`src/rtl/nprb_pkg.sv`:
```
package nprb_pkg;

  localparam int unsigned PAGE_BYTES  = 2048;
  localparam int unsigned BLOCK_BYTES = 131072;
  localparam int unsigned PAGE_SHIFT  = $clog2(PAGE_BYTES);

  localparam logic [31:0] PAGE_MASK   = 32'(PAGE_BYTES - 1);
  localparam logic [31:0] BLOCK_MASK  = 32'(BLOCK_BYTES - 1);
  localparam logic [31:0] MARKER_COL  = 32'(PAGE_BYTES);
  localparam logic [31:0] BLOCK_STEP  = 32'(BLOCK_BYTES);

  localparam logic [7:0] CMD_READ    = 8'h00;
  localparam logic [7:0] CMD_CONFIRM = 8'h30;
  localparam logic [7:0] GOOD_MARK   = 8'hFF;

  localparam logic [1:0] FUNC_START = 2'd0;
  localparam logic [1:0] FUNC_READY = 2'd1;
  localparam logic [1:0] FUNC_DATA  = 2'd2;

  typedef enum logic [2:0] {
    OP_SELECT   = 3'd0,
    OP_CMD      = 3'd1,
    OP_ADDR     = 3'd2,
    OP_WAIT     = 3'd3,
    OP_STROBE   = 3'd4,
    OP_DESELECT = 3'd5,
    OP_STORE    = 3'd6,
    OP_DONE     = 3'd7
  } op_e_t;

  typedef enum logic [2:0] {
    MODE_IDLE,
    MODE_BAD_READY,
    MODE_BAD_MARK,
    MODE_PAGE_READY,
    MODE_PAGE_DATA
  } mode_t;

  // result slots in emission order
  typedef enum logic [3:0] {
    ST_STORE,
    ST_STROBE,
    ST_DESEL,
    ST_DONE,
    ST_SELECT,
    ST_CMD_READ,
    ST_COL_LO,
    ST_COL_HI,
    ST_PAGE_0,
    ST_PAGE_1,
    ST_PAGE_2,
    ST_CMD_CONFIRM,
    ST_WAIT
  } step_t;

  localparam int unsigned NUM_STEPS = 13;

  typedef logic [NUM_STEPS-1:0] step_mask_t;

  typedef struct packed {
    logic [1:0]  func;
    logic [31:0] start_addr;
    logic [31:0] length;
    logic [7:0]  flash_byte;
  } in_item_t;

  typedef struct packed {
    logic [2:0]  op;
    logic [7:0]  value;
    logic [31:0] dest_index;
    logic        last;
  } out_item_t;

  typedef struct packed {
    step_mask_t  mask;
    logic [7:0]  store_byte;
    logic [31:0] store_index;
    logic [7:0]  col_lo;
    logic [7:0]  col_hi;
    logic [7:0]  page_0;
    logic [7:0]  page_1;
    logic [7:0]  page_2;
  } plan_t;

endpackage

```
`src/rtl/nprb_seq.sv`:
```
module nprb_seq (
  input  logic              clk,
  input  logic              rst_n,
  input  logic              in_valid,
  output logic              in_ready,
  input  nprb_pkg::in_item_t in_data,
  output logic              plan_valid,
  output nprb_pkg::plan_t   plan,
  input  logic              plan_ready
);
  import nprb_pkg::*;

  logic        in_v_r;
  in_item_t    in_r;
  logic        take;

  mode_t       mode_r, mode_nxt;
  logic [31:0] fa_r, fa_nxt;
  logic [31:0] done_r, done_nxt;
  logic [31:0] wanted_r, wanted_nxt;

  logic        do_adv, do_page, do_mark;
  logic [31:0] col_w, page_w;

  assign in_ready   = !in_v_r || plan_ready;
  assign take       = in_v_r && plan_ready;
  assign plan_valid = in_v_r;

  always_ff @(posedge clk) begin
    if (!rst_n) begin
      in_v_r <= 1'b0;
    end else if (in_ready) begin
      in_v_r <= in_valid;
    end
    if (in_ready && in_valid) begin
      in_r <= in_data;
    end
  end

  always_ff @(posedge clk) begin
    if (!rst_n) begin
      mode_r   <= MODE_IDLE;
      fa_r     <= '0;
      done_r   <= '0;
      wanted_r <= '0;
    end else if (take) begin
      mode_r   <= mode_nxt;
      fa_r     <= fa_nxt;
      done_r   <= done_nxt;
      wanted_r <= wanted_nxt;
    end
  end

  always_comb begin
    mode_nxt   = mode_r;
    fa_nxt     = fa_r;
    done_nxt   = done_r;
    wanted_nxt = wanted_r;
    plan       = '0;
    do_adv     = 1'b0;
    do_page    = 1'b0;
    do_mark    = 1'b0;
    plan.store_byte  = in_r.flash_byte;
    plan.store_index = done_r;

    case (in_r.func)
      FUNC_START: begin
        fa_nxt     = in_r.start_addr;
        wanted_nxt = in_r.length;
        done_nxt   = '0;
        do_adv     = 1'b1;
      end
      FUNC_READY: begin
        unique case (mode_r)
          MODE_BAD_READY: begin
            plan.mask[ST_STROBE] = 1'b1;
            mode_nxt = MODE_BAD_MARK;
          end
          MODE_PAGE_READY: begin
            plan.mask[ST_STROBE] = 1'b1;
            mode_nxt = MODE_PAGE_DATA;
          end
          default: ;
        endcase
      end
      FUNC_DATA: begin
        unique case (mode_r)
          MODE_BAD_MARK: begin
            plan.mask[ST_DESEL] = 1'b1;
            if (in_r.flash_byte != GOOD_MARK) begin
              fa_nxt = fa_r + BLOCK_STEP;
              do_adv = 1'b1;
            end else begin
              do_page = 1'b1;
            end
          end
          MODE_PAGE_DATA: begin
            plan.mask[ST_STORE] = 1'b1;
            done_nxt = done_r + 32'd1;
            fa_nxt   = fa_r + 32'd1;
            // keep streaming while inside the page and short of the count
            if (((fa_nxt & PAGE_MASK) != '0) && (done_nxt < wanted_r)) begin
              plan.mask[ST_STROBE] = 1'b1;
            end else begin
              plan.mask[ST_DESEL] = 1'b1;
              do_adv = 1'b1;
            end
          end
          default: ;
        endcase
      end
      default: ;
    endcase

    if (do_adv) begin
      if (done_nxt >= wanted_nxt) begin
        plan.mask[ST_DONE] = 1'b1;
        mode_nxt = MODE_IDLE;
      end else if ((fa_nxt & BLOCK_MASK) == '0) begin
        do_mark = 1'b1;
      end else begin
        do_page = 1'b1;
      end
    end

    col_w  = do_mark ? MARKER_COL : (fa_nxt & PAGE_MASK);
    page_w = fa_nxt >> PAGE_SHIFT;

    if (do_mark || do_page) begin
      plan.mask[ST_SELECT]      = 1'b1;
      plan.mask[ST_CMD_READ]    = 1'b1;
      plan.mask[ST_COL_LO]      = 1'b1;
      plan.mask[ST_COL_HI]      = 1'b1;
      plan.mask[ST_PAGE_0]      = 1'b1;
      plan.mask[ST_PAGE_1]      = 1'b1;
      plan.mask[ST_PAGE_2]      = 1'b1;
      plan.mask[ST_CMD_CONFIRM] = 1'b1;
      plan.mask[ST_WAIT]        = 1'b1;
      mode_nxt = do_mark ? MODE_BAD_READY : MODE_PAGE_READY;
    end
    plan.col_lo = col_w[7:0];
    plan.col_hi = col_w[15:8];
    plan.page_0 = page_w[7:0];
    plan.page_1 = page_w[15:8];
    plan.page_2 = page_w[23:16];
  end

endmodule

```
`src/rtl/nprb_emit.sv`:
```
module nprb_emit (
  input  logic               clk,
  input  logic               rst_n,
  input  logic               plan_valid,
  input  nprb_pkg::plan_t    plan,
  output logic               plan_ready,
  output logic               out_valid,
  input  logic               out_ready,
  output nprb_pkg::out_item_t out_data
);
  import nprb_pkg::*;

  step_mask_t mask_r, mask_nxt;
  plan_t      plan_r;
  step_t      sel;
  step_mask_t remaining;

  assign out_valid  = (mask_r != '0);
  assign remaining  = mask_r & ~(step_mask_t'(1) << sel);
  assign plan_ready = !out_valid || (out_ready && (remaining == '0));

  // lowest pending slot goes out first
  always_comb begin
    sel = ST_STORE;
    for (int i = NUM_STEPS - 1; i >= 0; i--) begin
      if (mask_r[i]) begin
        sel = step_t'(4'(i));
      end
    end
  end

  always_comb begin
    mask_nxt = mask_r;
    if (plan_valid && plan_ready) begin
      mask_nxt = plan.mask;
    end else if (out_valid && out_ready) begin
      mask_nxt = remaining;
    end
  end

  always_ff @(posedge clk) begin
    if (!rst_n) begin
      mask_r <= '0;
    end else begin
      mask_r <= mask_nxt;
    end
    if (plan_valid && plan_ready) begin
      plan_r <= plan;
    end
  end

  always_comb begin
    out_data            = '0;
    out_data.last       = (remaining == '0);
    unique case (sel)
      ST_STORE: begin
        out_data.op         = OP_STORE;
        out_data.value      = plan_r.store_byte;
        out_data.dest_index = plan_r.store_index;
      end
      ST_STROBE:      out_data.op = OP_STROBE;
      ST_DESEL:       out_data.op = OP_DESELECT;
      ST_DONE:        out_data.op = OP_DONE;
      ST_SELECT:      out_data.op = OP_SELECT;
      ST_CMD_READ: begin
        out_data.op    = OP_CMD;
        out_data.value = CMD_READ;
      end
      ST_COL_LO: begin
        out_data.op    = OP_ADDR;
        out_data.value = plan_r.col_lo;
      end
      ST_COL_HI: begin
        out_data.op    = OP_ADDR;
        out_data.value = plan_r.col_hi;
      end
      ST_PAGE_0: begin
        out_data.op    = OP_ADDR;
        out_data.value = plan_r.page_0;
      end
      ST_PAGE_1: begin
        out_data.op    = OP_ADDR;
        out_data.value = plan_r.page_1;
      end
      ST_PAGE_2: begin
        out_data.op    = OP_ADDR;
        out_data.value = plan_r.page_2;
      end
      ST_CMD_CONFIRM: begin
        out_data.op    = OP_CMD;
        out_data.value = CMD_CONFIRM;
      end
      ST_WAIT:        out_data.op = OP_WAIT;
      default:        out_data.op = OP_DONE;
    endcase
  end

endmodule

```
`src/rtl/nand_page_read_bad_block_skip.sv`:
```
// NAND page copy sequencer with bad-block skipping.
// in_ channel (valid/ready): one request per transfer: func 0 starts a copy at
// start_addr for length bytes, func 1 reports flash ready, func 2 hands in a
// byte read from the flash data port. Other requests are dropped quietly.
// out_ channel (valid/ready): flash bus operations and byte stores, one per
// transfer; last marks the final result of one request.
// A request is held in the input register while its results are planned, then
// the plan is loaded into the result register, from which the results are
// offered. Results go out one per cycle while out_ready is high. A request
// yields at most 11 results; the next request is taken while the final result
// of the previous one is being accepted, so data bytes that yield store plus
// strobe stream without a gap, and requests with one or no result go back to
// back.
// Reset (rst_n low, synchronous) returns to idle with address and counters at
// zero and both registers empty. When out_ready is low the result holds and
// the input side fills its one register, then drops in_ready.
module nand_page_read_bad_block_skip (
  input  logic                clk,
  input  logic                rst_n,
  input  logic                in_valid,
  output logic                in_ready,
  input  nprb_pkg::in_item_t  in_data,
  output logic                out_valid,
  input  logic                out_ready,
  output nprb_pkg::out_item_t out_data
);
  import nprb_pkg::*;

  logic  plan_valid;
  logic  plan_ready;
  plan_t plan;

  nprb_seq u_seq (
    .clk        (clk),
    .rst_n      (rst_n),
    .in_valid   (in_valid),
    .in_ready   (in_ready),
    .in_data    (in_data),
    .plan_valid (plan_valid),
    .plan       (plan),
    .plan_ready (plan_ready)
  );

  nprb_emit u_emit (
    .clk        (clk),
    .rst_n      (rst_n),
    .plan_valid (plan_valid),
    .plan       (plan),
    .plan_ready (plan_ready),
    .out_valid  (out_valid),
    .out_ready  (out_ready),
    .out_data   (out_data)
  );

  // an empty result register always takes the next plan
  a_idle_takes_plan: assert property (@(posedge clk) disable iff (!rst_n)
    !out_valid |-> plan_ready)
    else $error("result register empty but not taking a plan");

  // done is always the final result of its request
  a_done_is_last: assert property (@(posedge clk) disable iff (!rst_n)
    out_valid && (out_data.op == OP_DONE) |-> out_data.last)
    else $error("done not flagged last");

  // a burst keeps going until its last result is taken
  a_burst_continues: assert property (@(posedge clk) disable iff (!rst_n)
    out_valid && out_ready && !out_data.last |=> out_valid)
    else $error("result burst broken before last");

endmodule

```
`config.mk`:
```
export PLATFORM = sky130hd
export DESIGN_NAME = nand_page_read_bad_block_skip
export DESIGN_NICKNAME = d
export VERILOG_FILES = /design/src/rtl/nprb_pkg.sv /design/src/rtl/nprb_seq.sv /design/src/rtl/nprb_emit.sv /design/src/rtl/nand_page_read_bad_block_skip.sv
export SDC_FILE = /design/constraint.sdc
export NUM_CORES = 1
export LEC_CHECK = 0
export BUFFER_PORTS_ARGS = -buffer_cell sky130_fd_sc_hd__clkbuf_2
export CAP_MARGIN = 5
export CELL_PAD_IN_SITES_DETAIL_PLACEMENT = 1
export CELL_PAD_IN_SITES_GLOBAL_PLACEMENT = 2
export CORE_MARGIN = 5
export CORE_UTILIZATION = 40
export CTS_BUF_LIST = sky130_fd_sc_hd__clkbuf_4
export DETAILED_ROUTE_END_ITERATION = 8
export GPL_ROUTABILITY_DRIVEN = 0
export PLACE_DENSITY_LB_ADDON = 0.15
export SYNTH_ARGS = -nofsm -noshare
export SYNTH_HDL_FRONTEND = slang
export SYNTH_SLANG_ARGS = --single-unit
```
`constraint.sdc`:
```
create_clock -name clk -period 13.7 [get_ports clk]
set_input_delay 0.685 -clock clk [delete_from_list [all_inputs] [get_ports clk]]
set_output_delay 0.685 -clock clk [all_outputs]
set_load 0.01 [all_outputs]
```
==> results.json <==
{
  "instances_no_fill": 2077,
  "root_buffer": "clkbuf_4",
  "slew_headroom": 0.216,
  "core_area_sq_mm": 0.0346,
  "nets": 1707,
  "pre_cts_slack_ns": 8.37,
  "arrival_ns": 6.00,
  "ios": 124,
  "clock_latency_ns": 0.75,
  "dieWidth_microns": 198,
  "synth_nets": 1585,
  "crit_fanout": 9,
  "regToRegStartpoint": "u_seq.done_r[7]$_SDFFE_PN0P_",
  "grt_pass1_wl_microns": 69500,
  "cp_slowest_cell": "nor4_2",
  "rsz0062_at_grt": "no",
  "placed_cells": 1936,
  "static-leakage-power_nw": 6.35,
  "ys_seq_area_frac": 0.474,
  "setup_ws_ns": 8.35,
  "timing.fmax_ghz": 0.187,
  "rows": 68,
  "wl_per_cell_microns": 21.7,
  "clockPowerShare": 0.252,
  "yosysTopAreaCell": "edfxtp_1",
  "synth.most_common_cell": "nor2_1",
  "placedInstanceArea_sq_mm": 0.0150,
  "synthFlopType": "edfxtp_1",
  "synth-edff-count": 147,
  "crit_cells": 16,
  "fp.dieH_microns": 198,
  "synth_top_cells_by_area": "edfxtp_1 (31%), dfxtp_1 (16%), ha_1 (6.2%)",
  "ant_nets": 0,
  "area_growth_pct": 13.6,
  "start_util": 0.407,
  "cts_resized": 0,
  "drc": 0,
  "hold_viol": 0,
  "grt_max_degree": 115,
  "synth_common_cells": "nor2_1 (165), edfxtp_1 (147), dfxtp_1 (113), nand2_1 (113), inv_1 (71)",
  "ir_worst_vdd_mv": 0.154,
  "slowest_delay_ns": 0.66,
  "cp_cell_sequence": "nand4_1, nor4_2, or4b_1, nor2_1, and3_1, o21ai_0, a22o_1, ha_1, and4_1, nand4_1, nand3b_1, a211oi_1, nor2_1, or3_1, or2_1, a21oi_1",
  "max_slew.worst_pin.slew_ns": 1.18,
  "ys_types": 91,
  "place.port_buffers": 123,
  "status": "completed",
  "dpl.hpwl_microns": 31200,
  "antenna_found_initial": 1,
  "min-delay-path-class": "input port to flip-flop",
  "fin_crit_sh": 0.390,
  "power.internal_mw": 1.82,
  "clock_path_buffers": 3,
  "use_met3": 0.0399,
  "p_sw_mw": 1.19,
  "swShare": 0.395,
  "cts_max_level": 3,
  "final_core_util": 0.462,
  "ff2ff_path_depth": 16,
  "die_area_sq_mm": 0.0390,
  "initialDrtViolationCount": 739,
  "syn_avg_cell_area_sq_um": 9.80,
  "sequentialPowerShare": 0.385,
  "drtPass1Iterations": 6,
  "crit_path_start_kind": "flip-flop",
  "grt-ovfl-total": 0,
  "synth_top_area_share": 0.314,
  "clkSinkCount": 260,
  "rrSetupSlack_ns": 8.35,
  "hold_buffers": 0,
  "worstHoldStart": "in_data[21]",
  "max_cap_viol_count": 0,
  "worstSetupEndpoint": "u_emit.mask_r[3]$_SDFFE_PN0P_",
  "critPathKind": "flip-flop to flip-flop",
  "skew_ns": 0.0473,
  "grt_usage": 0.227,
  "critPathTopFamily": "simple AND/OR/NAND/NOR gates",
  "rr_endpoint": "u_emit.mask_r[3]$_SDFFE_PN0P_",
  "ys_ff_latch": 260,
  "yosys_warnings": 0,
  "cts_tree": "yes",
  "setup_viol": 0,
  "p_per_area_mw_per_mm2": 188,
  "required_ns": 14.35,
  "holdPathStages": 1,
  "finalInstanceArea_sq_mm": 0.0160,
  "cts.clk_slew.worst_paths_ns": 0.07,
  "path_buf_inv": 0,
  "grtUsageMet2": 0.358,
  "vias": 11800,
  "synthArstFlopShare": 0,
  "cts_buffers": 76,
  "cp-end-kind": "flip-flop",
  "post_cts_buffers": 0,
  "netlist_area_sq_mm": 0.0141,
  "grt-busiest-layer": "met2",
  "setup_tns_ns": 0,
  "report.final.slew_viol_count": 0,
  "syn_inst": 1437,
  "routed_wirelength_microns": 45000,
  "fin_crit_ns": 5.35,
  "grt_use_met1": 0.326,
  "comb_power_share": 0.364,
  "crit_start": "u_seq.done_r[7]$_SDFFE_PN0P_",
  "grt_pass1_vias": 11800,
  "post_drt_via_cell_ratio": 5.68,
  "layout-drive-gt1-share": 0.180
}
## placed cells by master, fill, tap and decap left out, types with 6 or more instances in the layout
cell type / n
a211oi_1: 49
a21o_1: 17
a21oi_1: 52
a221oi_1: 9
a222oi_1: 11
a22oi_1: 12
a311oi_1: 7
a31oi_1: 8
and3_1: 46
and4_1: 7
buf_4: 15
clkbuf_2: 123
clkbuf_4: 110
clkinv_1: 21
dfxtp_1: 113
edfxtp_1: 147
ha_1: 69
inv_1: 70
mux2i_1: 48
nand2_1: 113
nand2b_1: 13
nand3_1: 55
nand4_1: 27
nor2_1: 165
nor2b_1: 8
nor3_1: 43
nor4_1: 7
o211a_1: 6
o211ai_1: 6
o21ai_0: 59
o311ai_0: 9
o31ai_1: 16
or4_1: 6
xnor2_1: 22
xor2_1: 14
## flip-flops by register name, summed over array words and instances, names as in the netlist
register          cells
u_emit.mask_r        13
u_emit.plan_r        73
u_seq.plan            8
u_seq.wanted_r       32
u_seq.plan_valid      1
u_seq.fa_r           32
u_seq.done_r         32
u_seq.in_r           66
u_seq.mode_r          3
## power by group through the flow
| stage | logic [mW] | clock network (mW) | registers, mW |
|---|---|---|---|
| global route | 1.21 | 0.836 | 1.17 |
| CTS | 1.11 | 0.789 | 1.16 |
| global placement | 1.08 | 0 | 1.17 |
| floorplan | 0.757 | 0 | 1.10 |
| finish | 1.09 | 0.758 | 1.16 |
| detailed placement | 1.10 | 0 | 1.17 |
## stage by stage
step | power [mW] | hold WS (ns)
floorplan | 1.86 | 0.403
global placement | 2.24 | 0.433
detailed placement | 2.27 | 0.444
CTS | 3.05 | 0.0333
global route | 3.22 | 0.0526
finish | 3.01 | 0.111
## area by class of cell
| cell class | count | area (sq um) |
|---|---|---|
| flip-flops and latches | 260 | 6680 |
| inverters | 72 | 277 |
| multi-input cells | 1011 | 6750 |
| repair buffers | 138 | 728 |
| clock buffers | 110 | 826 |
| diodes | 2 | 5.00 |
| fillers | 3929 | 18600 |
| well taps | 455 | 569 |
| clock inverters | 29 | 166 |
## worst min-delay path by stage
stage	endpoint	slack, ns
after floorplan	u_emit.plan_r[42]$_DFFE_PP_	0.40
after global placement	u_emit.plan_r[76]$_DFFE_PP_	0.43
after detailed placement	u_emit.plan_r[72]$_DFFE_PP_	0.44
after CTS	u_seq.in_r[24]$_DFFE_PP_	0.03
after global routing	u_seq.in_r[21]$_DFFE_PP_	0.05
final	u_seq.in_r[21]$_DFFE_PP_	0.11
## cell families (layout without fill, tap and decap cells)
kind of cell	after synthesis	in the layout	share of synthesized area
AO/OA/AOI/OAI	317	317	0.162
flip-flops	260	260	0.474
XOR/XNOR	36	36	0.0224
other	0	2	0
buffers and inverters	166	349	0.0500
multiplexers	50	50	0.0357
adder cells (fa/ha/maj)	71	71	0.0629
AND/OR/NAND/NOR	537	537	0.193
## metal layers
layer,up-vias,part of all wire
li1,5652,-
met1,5828,0.48
met2,247,0.46
met3,60,0.046
met4,0,0.017
met5,-,0
Power figures use the tool's default switching activity.
